[config.mk]
export PLATFORM = sky130hd
export DESIGN_NAME = approx_suffix_prefix_overlap
export DESIGN_NICKNAME = d
export VERILOG_FILES = /design/src/rtl/asp_pkg.sv /design/src/rtl/asp_cell.sv /design/src/rtl/asp_chain.sv /design/src/rtl/approx_suffix_prefix_overlap.sv
export VERILOG_INCLUDE_DIRS = /design/src /design/src/rtl
export SDC_FILE = /design/constraint.sdc
export NUM_CORES = 2
export LEC_CHECK = 0
export BUFFER_PORTS_ARGS = -buffer_cell sky130_fd_sc_hd__buf_2
export CAP_MARGIN = 20
export CORE_MARGIN = 8
export CORE_UTILIZATION = 30
export CTS_CLUSTER_DIAMETER = 100
export CTS_CLUSTER_SIZE = 40
export DETAILED_ROUTE_END_ITERATION = 16
export MAX_ROUTING_LAYER = met4
export PLACE_DENSITY = 0.51
export SYNTH_ARGS = -nofsm -noshare
export SYNTH_HDL_FRONTEND = slang
export SYNTH_SLANG_ARGS = --single-unit
export TNS_END_PERCENT = 5
[constraint.sdc]
create_clock -name aclk -period 37.8 [get_ports aclk]
set_clock_uncertainty 0.2 [all_clocks]
set_input_delay 1.89 -clock aclk [delete_from_list [all_inputs] [get_ports aclk]]
set_output_delay 1.89 -clock aclk [all_outputs]
set_load 0.02 [all_outputs]
[src/rtl/approx_suffix_prefix_overlap_macros.svh]
// Assertion macros used by the top RTL file of the overlap block.
`ifndef APPROX_SUFFIX_PREFIX_OVERLAP_MACROS_SVH
`define APPROX_SUFFIX_PREFIX_OVERLAP_MACROS_SVH

`ifndef SYNTHESIS
`define ASP_ASSERT(lbl, prop) \
    lbl: assert property (@(posedge aclk) disable iff (!aresetn) prop) \
        else $error("overlap block check failed");
`define ASP_ASSERT_RST(lbl, prop) \
    lbl: assert property (@(posedge aclk) prop) \
        else $error("overlap block reset check failed");
`else
`define ASP_ASSERT(lbl, prop)
`define ASP_ASSERT_RST(lbl, prop)
`endif

`endif

[src/rtl/asp_pkg.sv]
package asp_pkg;

    localparam int MAX_LEN_DEF = 128;
    localparam int CHAR_W      = 8;
    localparam int OVL_W       = 8;
    localparam int MIN_OVL_W   = 8;
    localparam int MAX_ERR_W   = 4;
    localparam int ERR_W       = 5;
    localparam int CFG_IDX_W   = 2;
    localparam int CFG_DATA_W  = 8;

    localparam logic [CFG_IDX_W-1:0] REG_MIN_OVERLAP = 2'd0;
    localparam logic [CFG_IDX_W-1:0] REG_MAX_ERRORS  = 2'd1;

    localparam logic [MIN_OVL_W-1:0] MIN_OVERLAP_RST = 8'd12;
    localparam logic [MAX_ERR_W-1:0] MAX_ERRORS_RST  = 4'd2;

    // Mismatch counters stop one above the largest allowed error limit.
    localparam logic [ERR_W-1:0] ERR_SAT = 5'd16;

    typedef enum logic [1:0] {
        ST_LOAD = 2'b01,
        ST_SCAN = 2'b10
    } asp_state_t;

    typedef struct packed {
        logic load;
        logic drain;
        logic clear;
    } asp_ctrl_t;

endpackage

[src/rtl/asp_cell.sv]
module asp_cell (
    input  logic                        aclk,
    input  logic                        aresetn,
    input  asp_pkg::asp_ctrl_t          ctrl,
    input  logic [asp_pkg::CHAR_W-1:0]  a_char,
    input  logic [asp_pkg::CHAR_W-1:0]  b_in,
    input  logic                        vld_in,
    input  logic [asp_pkg::ERR_W-1:0]   cnt_in,
    output logic [asp_pkg::CHAR_W-1:0]  b_out,
    output logic                        vld_out,
    output logic [asp_pkg::ERR_W-1:0]   cnt_out
);

    logic [asp_pkg::CHAR_W-1:0] b_reg, b_next;
    logic                       vld_reg, vld_next;
    logic [asp_pkg::ERR_W-1:0]  cnt_reg, cnt_next;

    // The cell compares the broadcast A character with the B character that
    // has travelled this far down the line, i.e. B shifted by the cell's place.
    always_comb begin
        b_next   = b_reg;
        vld_next = vld_reg;
        cnt_next = cnt_reg;
        if (ctrl.clear) begin
            vld_next = 1'b0;
            cnt_next = '0;
        end else if (ctrl.load) begin
            b_next   = b_in;
            vld_next = vld_in;
            if (vld_in && (a_char != b_in) && (cnt_reg != asp_pkg::ERR_SAT)) begin
                cnt_next = cnt_reg + asp_pkg::ERR_W'(1);
            end
        end else if (ctrl.drain) begin
            cnt_next = cnt_in;
        end
    end

    always_ff @(posedge aclk) begin
        if (!aresetn) begin
            vld_reg <= 1'b0;
            cnt_reg <= '0;
        end else begin
            vld_reg <= vld_next;
            cnt_reg <= cnt_next;
        end
    end

    always_ff @(posedge aclk) begin
        b_reg <= b_next;
    end

    assign b_out   = b_reg;
    assign vld_out = vld_reg;
    assign cnt_out = cnt_reg;

endmodule

[src/rtl/asp_chain.sv]
module asp_chain #(
    parameter int MAX_LEN = asp_pkg::MAX_LEN_DEF
) (
    input  logic                        aclk,
    input  logic                        aresetn,
    input  asp_pkg::asp_ctrl_t          ctrl,
    input  logic [asp_pkg::CHAR_W-1:0]  a_char,
    input  logic [asp_pkg::CHAR_W-1:0]  b_char,
    output logic [asp_pkg::ERR_W-1:0]   head_cnt
);

    logic [asp_pkg::CHAR_W-1:0] b_link   [0:MAX_LEN-1];
    logic                       vld_link [0:MAX_LEN-1];
    logic [asp_pkg::ERR_W-1:0]  cnt_link [0:MAX_LEN];

    assign b_link[0]         = b_char;
    assign vld_link[0]       = 1'b1;
    assign cnt_link[MAX_LEN] = '0;
    assign head_cnt          = cnt_link[0];

    // B characters move away from the head while loading; the finished
    // counts move towards the head while the result is searched.
    for (genvar s = 0; s < MAX_LEN; s++) begin : g_cell
        if (s < MAX_LEN - 1) begin : g_mid
            asp_cell u_cell (
                .aclk    (aclk),
                .aresetn (aresetn),
                .ctrl    (ctrl),
                .a_char  (a_char),
                .b_in    (b_link[s]),
                .vld_in  (vld_link[s]),
                .cnt_in  (cnt_link[s+1]),
                .b_out   (b_link[s+1]),
                .vld_out (vld_link[s+1]),
                .cnt_out (cnt_link[s])
            );
        end else begin : g_end
            asp_cell u_cell (
                .aclk    (aclk),
                .aresetn (aresetn),
                .ctrl    (ctrl),
                .a_char  (a_char),
                .b_in    (b_link[s]),
                .vld_in  (vld_link[s]),
                .cnt_in  (cnt_link[s+1]),
                .b_out   (),
                .vld_out (),
                .cnt_out (cnt_link[s])
            );
        end
    end

endmodule

[src/rtl/approx_suffix_prefix_overlap.sv]
// Channel  Direction  Beat contents
// s_       in         tdata: a_char [7:0], b_char [15:8]; tlast: last pair of the reads
// m_       out        tdata: overlap_length [7:0]; tuser: too_long
// cfg_     in         cfg_index selects the register, cfg_data carries its value
//
// A pair of reads loads one beat per cycle and is then searched, one shift per cycle as
// the mismatch counts of the cell chain move to its head.
// Synchronous active-low reset; no clearing pass, the chain is cleared as a result enters the output register.
// Loading of the next reads may proceed while a result waits on m_tready; the search
// only finishes once the output register is free.
`include "approx_suffix_prefix_overlap_macros.svh"

module approx_suffix_prefix_overlap #(
    parameter int MAX_LEN = asp_pkg::MAX_LEN_DEF
) (
    input  logic                                 aclk,
    input  logic                                 aresetn,
    input  logic                                 s_tvalid,
    output logic                                 s_tready,
    input  logic [2*asp_pkg::CHAR_W-1:0]         s_tdata,   // a_char, b_char
    input  logic                                 s_tlast,   // last
    output logic                                 m_tvalid,
    input  logic                                 m_tready,
    output logic [asp_pkg::OVL_W-1:0]            m_tdata,   // overlap_length
    output logic                                 m_tuser,   // too_long
    input  logic                                 cfg_valid,
    output logic                                 cfg_ready,
    input  logic [asp_pkg::CFG_IDX_W-1:0]        cfg_index,
    input  logic [asp_pkg::CFG_DATA_W-1:0]       cfg_data
);

    localparam int CNT_W = $clog2(MAX_LEN + 1);
    localparam int CMP_W = (CNT_W > asp_pkg::MIN_OVL_W) ? CNT_W : asp_pkg::MIN_OVL_W;

    asp_pkg::asp_state_t state_reg, state_next;

    logic [asp_pkg::MIN_OVL_W-1:0] min_overlap_reg, min_overlap_next;
    logic [asp_pkg::MAX_ERR_W-1:0] max_errors_reg, max_errors_next;
    logic [CNT_W-1:0]              len_reg, len_next;
    logic                          ovf_reg, ovf_next;
    logic [CNT_W-1:0]              scan_reg, scan_next;
    logic [CNT_W-1:0]              lim_reg, lim_next;
    logic                          fail_reg, fail_next;
    logic                          out_valid_reg, out_valid_next;
    logic [asp_pkg::OVL_W-1:0]     out_len_reg, out_len_next;
    logic                          out_long_reg, out_long_next;

    asp_pkg::asp_ctrl_t          ctrl;
    logic [asp_pkg::ERR_W-1:0]   head_cnt;
    logic                        s_fire;
    logic                        full;
    logic                        out_free;
    logic                        hit;
    logic                        stop;
    logic                        finish;
    logic [CMP_W-1:0]            len_new;
    logic [CMP_W-1:0]            mo_eff;
    logic [CMP_W-1:0]            diff;

    assign s_tready  = (state_reg == asp_pkg::ST_LOAD);
    assign s_fire    = s_tvalid && s_tready;
    assign full      = (len_reg == CNT_W'(MAX_LEN));
    assign out_free  = !out_valid_reg || m_tready;
    assign cfg_ready = 1'b1;

    // A zero minimum behaves as one: a zero-length overlap reports zero anyway.
    assign mo_eff  = (min_overlap_reg == '0) ? CMP_W'(1) : CMP_W'(min_overlap_reg);
    assign len_new = full ? CMP_W'(len_reg) : CMP_W'(len_reg) + CMP_W'(1);

    assign hit    = !fail_reg && ({1'b0, max_errors_reg} >= head_cnt);
    assign stop   = fail_reg || hit || (scan_reg == lim_reg);
    assign finish = (state_reg == asp_pkg::ST_SCAN) && stop && out_free;
    assign diff   = CMP_W'(len_reg) - CMP_W'(scan_reg);

    assign ctrl.load  = s_fire && !full;
    assign ctrl.drain = (state_reg == asp_pkg::ST_SCAN) && !stop;
    assign ctrl.clear = finish;

    always_comb begin
        min_overlap_next = min_overlap_reg;
        max_errors_next  = max_errors_reg;
        if (cfg_valid && cfg_ready) begin
            case (cfg_index)
                asp_pkg::REG_MIN_OVERLAP: min_overlap_next = cfg_data;
                asp_pkg::REG_MAX_ERRORS:  max_errors_next  = cfg_data[asp_pkg::MAX_ERR_W-1:0];
                default: ;
            endcase
        end
    end

    always_comb begin
        state_next     = state_reg;
        len_next       = len_reg;
        ovf_next       = ovf_reg;
        scan_next      = scan_reg;
        lim_next       = lim_reg;
        fail_next      = fail_reg;
        out_valid_next = out_valid_reg && !m_tready;
        out_len_next   = out_len_reg;
        out_long_next  = out_long_reg;
        case (state_reg)
            asp_pkg::ST_LOAD: begin
                if (s_fire) begin
                    if (full) begin
                        ovf_next = 1'b1;
                    end else begin
                        len_next = len_reg + CNT_W'(1);
                    end
                    if (s_tlast) begin
                        fail_next  = (mo_eff > len_new);
                        lim_next   = CNT_W'(len_new - mo_eff);
                        scan_next  = '0;
                        state_next = asp_pkg::ST_SCAN;
                    end
                end
            end
            asp_pkg::ST_SCAN: begin
                if (finish) begin
                    out_valid_next = 1'b1;
                    out_len_next   = hit ? diff[asp_pkg::OVL_W-1:0] : '0;
                    out_long_next  = ovf_reg;
                    len_next       = '0;
                    ovf_next       = 1'b0;
                    scan_next      = '0;
                    state_next     = asp_pkg::ST_LOAD;
                end else if (!stop) begin
                    scan_next = scan_reg + CNT_W'(1);
                end
            end
            default: begin
                state_next = asp_pkg::ST_LOAD;
            end
        endcase
    end

    always_ff @(posedge aclk) begin
        if (!aresetn) begin
            state_reg       <= asp_pkg::ST_LOAD;
            min_overlap_reg <= asp_pkg::MIN_OVERLAP_RST;
            max_errors_reg  <= asp_pkg::MAX_ERRORS_RST;
            len_reg         <= '0;
            ovf_reg         <= 1'b0;
            scan_reg        <= '0;
            lim_reg         <= '0;
            fail_reg        <= 1'b0;
            out_valid_reg   <= 1'b0;
        end else begin
            state_reg       <= state_next;
            min_overlap_reg <= min_overlap_next;
            max_errors_reg  <= max_errors_next;
            len_reg         <= len_next;
            ovf_reg         <= ovf_next;
            scan_reg        <= scan_next;
            lim_reg         <= lim_next;
            fail_reg        <= fail_next;
            out_valid_reg   <= out_valid_next;
        end
    end

    always_ff @(posedge aclk) begin
        out_len_reg  <= out_len_next;
        out_long_reg <= out_long_next;
    end

    asp_chain #(
        .MAX_LEN (MAX_LEN)
    ) u_chain (
        .aclk     (aclk),
        .aresetn  (aresetn),
        .ctrl     (ctrl),
        .a_char   (s_tdata[asp_pkg::CHAR_W-1:0]),
        .b_char   (s_tdata[2*asp_pkg::CHAR_W-1:asp_pkg::CHAR_W]),
        .head_cnt (head_cnt)
    );

    assign m_tvalid = out_valid_reg;
    assign m_tdata  = out_len_reg;
    assign m_tuser  = out_long_reg;

    `ASP_ASSERT(a_last_stops_input, (s_fire && s_tlast) |=> !s_tready)
    `ASP_ASSERT(a_scan_in_range, (state_reg == asp_pkg::ST_SCAN && !fail_reg) |-> (scan_reg <= lim_reg))
    `ASP_ASSERT(a_load_scan_idle, (state_reg == asp_pkg::ST_LOAD) |-> (scan_reg == '0))
    `ASP_ASSERT_RST(a_reset_empties, !aresetn |=> (!m_tvalid && len_reg == '0))

endmodule
# --- Yosys cells after proc, flatten, opt, wreduce, memory -nomap -nowiden ---
# Cells that the tools add are included.
word_totals:
  out_inout_bits: 12
  register_bits: 1833
  inputBits: 32
classes:
  n_addsub: 132
  n_mux: 404
  n_reduce_logical: 412
  bitwise_logic: 2
  eq_ne: 394
  n_lt_le_gt_ge: 2
ops:
  columns: ["op", "n"]
  rows:
  - ["$mux 5", 384]
  - ["$ne 8x8->1", 128]
  - ["$add 5x1->5 const B", 128]
  - ["$ne 5x5->1 const B", 128]
  - ["$reduce_and 2->1", 132]
  - ["$logic_and 1x1->1", 262]
  - ["$ne 2x1->1 const B", 131]
  - ["$mux 8", 8]
  - ["$pmux 8 s2", 2]
  - ["$add 8x1->8 const B", 2]
  - ["$sub 8x8->8", 2]
  - ["$reduce_and 3->1", 3]
  - ["$eq 8x8->1", 1]
  - ["$eq 8x8->1 const B", 1]
  - ["$gt 8x8->1", 1]
  - ["$logic_not 8->1", 1]
  - ["$reduce_and 4->1", 2]
  - ["$mux 2", 3]
  - ["$ge 4x5->1", 1]
  - ["$logic_not 1->1", 5]
  - ["$mux 1", 5]
  - ["$eq 2x1->1 const B", 2]
  - ["$pmux 2 s2", 1]
  - ["$reduce_bool 2->1", 2]
  - ["other kinds (8)", 11]

# --- Longest topological paths before layout ---
logic_depth:
  depth_word: 8
  ltp_mapped: 13

# --- Modules after synthesis ---
# Synthesis repeated with hierarchy kept, for this count alone.
hier_totals:
  hier_cells: 8925
  hier_area_um2: 98932.4
modules_own_cells:
  columns: ["mod", "cells_each", "n_inst", "area_each_um2"]
  rows:
  - ["asp_cell", 67, 128, 749.5]
  - ["approx_suffix_prefix_overlap", 347, 1, 2992.9]
  - ["asp_chain", 2, 1, 7.5]

# --- Worst setup path before layout ---
# No wires, ideal clock.
synth_timing:
  kind: "input port to flip-flop"
  from: "input s_tvalid"
  to: "register u_chain.g_cell[0].g_mid.u_cell.b_reg (netlist bit u_chain.g_cell[0].g_mid.u_cell.b_out[0]) (enable)"
  arrival_ns: 14.635
  setup_slack_ns: 22.018
  t_required_ns: 36.653
  stages: 8
  n_path_buf: 5
  path_cell_list: "nand3b_1 -> a31o_1 -> buf_4 -> inv_2 -> buf_4 -> buf_2 -> buf_2 -> buf_2"
synth_between:
  elab_chain_cells: 3
synth_rtl:
  columns: ["element", "line_no", "source"]
  rows:
  - ["start: declaration", "approx_suffix_prefix_overlap.sv:18", "input logic s_tvalid,"]
  - ["$logic_and 1x1->1", "approx_suffix_prefix_overlap.sv:61", "assign s_fire = s_tvalid && s_tready;"]
  - ["$logic_and 1x1->1", "approx_suffix_prefix_overlap.sv:75", "assign ctrl.load = s_fire && !full;"]
  - ["$reduce_and 2->1 (no line)", null, null]
  - ["end signal: assignment", "asp_cell.sv:49", "b_reg <= b_next;"]
  - ["end: declaration", "asp_cell.sv:14", "logic [asp_pkg::CHAR_W-1:0] b_reg, b_next;"]
# Every way passes these cells.
# A chain may end at the register's enable or synchronous reset.

# --- Worst setup path in the final report ---
layout_timing:
  from: "input s_tvalid"
  to: "register u_chain.g_cell[5].g_mid.u_cell.cnt_reg (netlist bit u_chain.g_cell[5].g_mid.u_cell.cnt_out[2])"
layout_between:
  elab_chain_cells: 4
  elab_cells_between_ends: 6
  cone_classes: "eq/ne (1); mux (1); reduce/logical (4)"
layout_rtl:
  columns: ["element", "line_no", "source"]
  rows:
  - ["$logic_and 1x1->1 *", "approx_suffix_prefix_overlap.sv:61", null]
  - ["$logic_and 1x1->1 *", "approx_suffix_prefix_overlap.sv:75", null]
  - ["$ne 2x1->1 (no line) or $reduce_bool 2->1 (tied branches)", null, null]
  - ["$reduce_and 2->1 (no line)", null, null]
  - ["end signal: assignment", "asp_cell.sv:44", "cnt_reg <= cnt_next;"]
  - ["end: declaration", "asp_cell.sv:16", "logic [asp_pkg::ERR_W-1:0] cnt_reg, cnt_next;"]
# Every way passes the cells marked *; elsewhere a longest branch is shown, timed or not.

==> results.ini <==
[drt]
avgViaCountPerCell = 5.10
antenna_left = 0
wirelength_mm = 215
drtIter0Drc = 4594
vias = 63000
drc = 0
first_pass_iters = 5
routedWlPerCell_um = 17.4

[placement]
dp_hpwl_mm = 135
pre_cts_ws_ps = 30450
port-buffer-count = 42
place_congestion = 0.776
place_area_um2 = 94400

[sta]
max_freq_ghz = 0.154
final.setup.tns_ps = 0
slew_headroom_pct = 22.6
worstMarginPinSlew_ps = 1160
period_share_pct = 17.2
rsz0062_at_grt = no
setup_viol = 0
hold_viol = 0
drv_slew = 0
fin_crit_ps = 6500
setup_slack_ps = 31300

[cts]
numCtsBuffers = 70
cts_tree = built
clock_path_buffers = 3
cts_hold_buf = 0
post_cts_buffers = 0
cts-resized-gates = 0
clock_sinks = 1833
clkLatencyLatePin_ps = 740
htree_levels = 3
clock-root-buffer = clkbuf_16
clk_pin_slew_ps = 150

[final_layout]
area_growth_pct = 6.95
drive_above_1_share_pct = 6.05
final_nets = 8637
nFillCells = 30500
final_cell_area_um2 = 97100
final_util_pct = 32.2
largest_reg_flops = 1016

[critical_path]
endpoint_kind = flop
worst_setup_path_start_kind = input port
r2r_end = u_chain.g_cell[5].g_mid.u_cell.cnt_out[2]
r2r_slack_ps = 31780
path_max_fanout = 164
crit_type = in -> reg
cp.arrival_ps = 6940
r2r_start = len_reg[1]
reg2reg_depth = 13
worstPathRequired_ps = 38240

[grt]
grt_pass1_wl_mm = 348
antenna_found_initial = 6
grt_start_max_net_pins = 190
grtUsageTotal_pct = 13.2
grt-ovfl-total = 0
grt_pass1_vias = 62500

[synth]
syn_area_um2 = 90800
synth_top_flop_cell = edfxtp_1
yosysSeqAreaShare_pct = 51.7
ys_async_sr_fraction_pct = 0
ys_types = 73
synth_seq_cells = 1833
synth-edff-count = 1025
synth.net_count = 8938
synth.avg_cell_area_um2 = 10.5
synth_cells = 8626
yosys_warnings = 0

[pwr]
power.density_nw_per_um2 = 37.2
power.leakage_nw = 27.5
power_mw = 3.61
ir_drop_mv = 0.0404

[floorplan]
io_pins = 44
die-area_um2 = 321000
fp.dieH_um = 566
fp.dieW_um = 566
initial_core_util_pct = 30.1
core_um2 = 302000
rows = 202

[hold_path]
min_to = u_chain.g_cell[70].g_mid.u_cell.vld_out
hp-start = u_chain.g_cell[69].g_mid.u_cell.vld_out
whs_path_depth = 2
hp-class = reg -> reg

[outcome]
status = finished, final reports clean

[flow_run]
cap_violations = 0

-- layout make-up --
type | instances | area, µm² | share of cell area [%]
Clock inverter | 48 | 827 | 0.852
Antenna cell | 2 | 5.00 | 0.00515
Sequential cell | 1833 | 47000 | 48.3
Clock buffer | 82 | 1870 | 1.93
Tap cell | 3978 | 4980 | 5.12
Multi-Input combinational cell | 6017 | 40400 | 41.6
Inverter | 285 | 1080 | 1.11
Timing Repair Buffer | 118 | 1010 | 1.04
-- logic make-up (layout without fill, tap and decap cells) --
logic type | Yosys count | in the layout | share of synthesized area (%)
buffers and inverters | 776 | 533 | 3.84
adder cells (fa/ha/maj) | 280 | 280 | 3.87
AND/OR/NAND/NOR | 2576 | 2576 | 13.2
AO/OA/AOI/OAI | 2108 | 2108 | 17.2
flip-flops | 1833 | 1833 | 51.7
XOR/XNOR | 1045 | 1045 | 10.1
multiplexers | 7 | 7 | 0.0785
other | 1 | 3 | 0.00413
-- per-layer routing --
layer / up-vias / global-route usage, % / routed length, µm / part of all wire (%)
li1: 30700 / - / - / -
met1: 31300 / 18.0 / 105000 / 49
met2: 855 / 21.6 / 101000 / 47
met3: 184 / 1.17 / 5640 / 2.6
met4: 0 / 2.38 / 3230 / 1.5
met5: - / - / 0 / 0
-- metrics by stage --
step,instances,hold slack (ps)
floorplan,8626,209
global placement,12200,232
detailed placement,12200,220
CTS,12400,243
global route,12400,259
finish,12400,249
-- worst max path at each step --
stage | start | end | slack (ps) | cells after the start
floorplan | s_tvalid | u_chain.g_cell[0].g_mid.u_cell.b_out[0] | 22020 | 8
global placement | s_tvalid | u_chain.g_cell[5].g_mid.u_cell.cnt_out[2] | 30550 | 12
detailed placement | s_tvalid | u_chain.g_cell[5].g_mid.u_cell.cnt_out[2] | 30450 | 12
CTS | s_tvalid | u_chain.g_cell[5].g_mid.u_cell.cnt_out[2] | 31320 | 12
global route | s_tvalid | u_chain.g_cell[5].g_mid.u_cell.cnt_out[2] | 30870 | 12
finish | s_tvalid | u_chain.g_cell[5].g_mid.u_cell.cnt_out[2] | 31300 | 12
-- critical path, stage by stage --
cell	delay [ps]
buf_2	80
nand3b_1	130
a31o_4	380
inv_8	500
buf_4	630
buf_4	710
buf_12	650
buf_4	690
o2111ai_1	200
o21ai_1	350
o21ai_0	180
a32o_1	290
-- synthesized netlist by cell type, types with 101 or more instances --
library cell	instances	area, µm²
edfxtp_1	1025	30800
nand2_1	1016	3810
xnor2_1	999	8750
dfxtp_1	808	16200
a21oi_1	568	2840
nor2_1	415	1560
nand3_1	398	1990
buf_2	290	1450
inv_1	283	1060
ha_1	278	3480
nand4_1	252	1580
a21boi_0	247	1850
o21ai_0	193	966
nor3_1	179	896
clkbuf_1	158	593
o22ai_1	158	988
a32o_1	137	1370
and2_1	130	813
nand3b_1	128	961
a221oi_1	121	1060
o31ai_1	101	758
-- report_power, final --
part           internal [mW]  switching [mW]
logic                 0.0774           0.221
registers               2.15          0.0248
clock network          0.429           0.715
total                   2.65           0.961
-- placed cells by master, fill, tap and decap left out, drive strengths merged, types with 179 or more instances in the layout --
cell type  Yosys  layout
a21boi       247     247
nand2       1017    1017
edfxtp      1025    1025
nor3         179     179
nor2         417     417
nand4        252     252
xnor2        999     999
nand3        398     398
inv          284     309
a21oi        568     568
o21ai        391     391
ha           278     278
dfxtp        808     808
No activity file was read; power rests on OpenSTA's default activity.
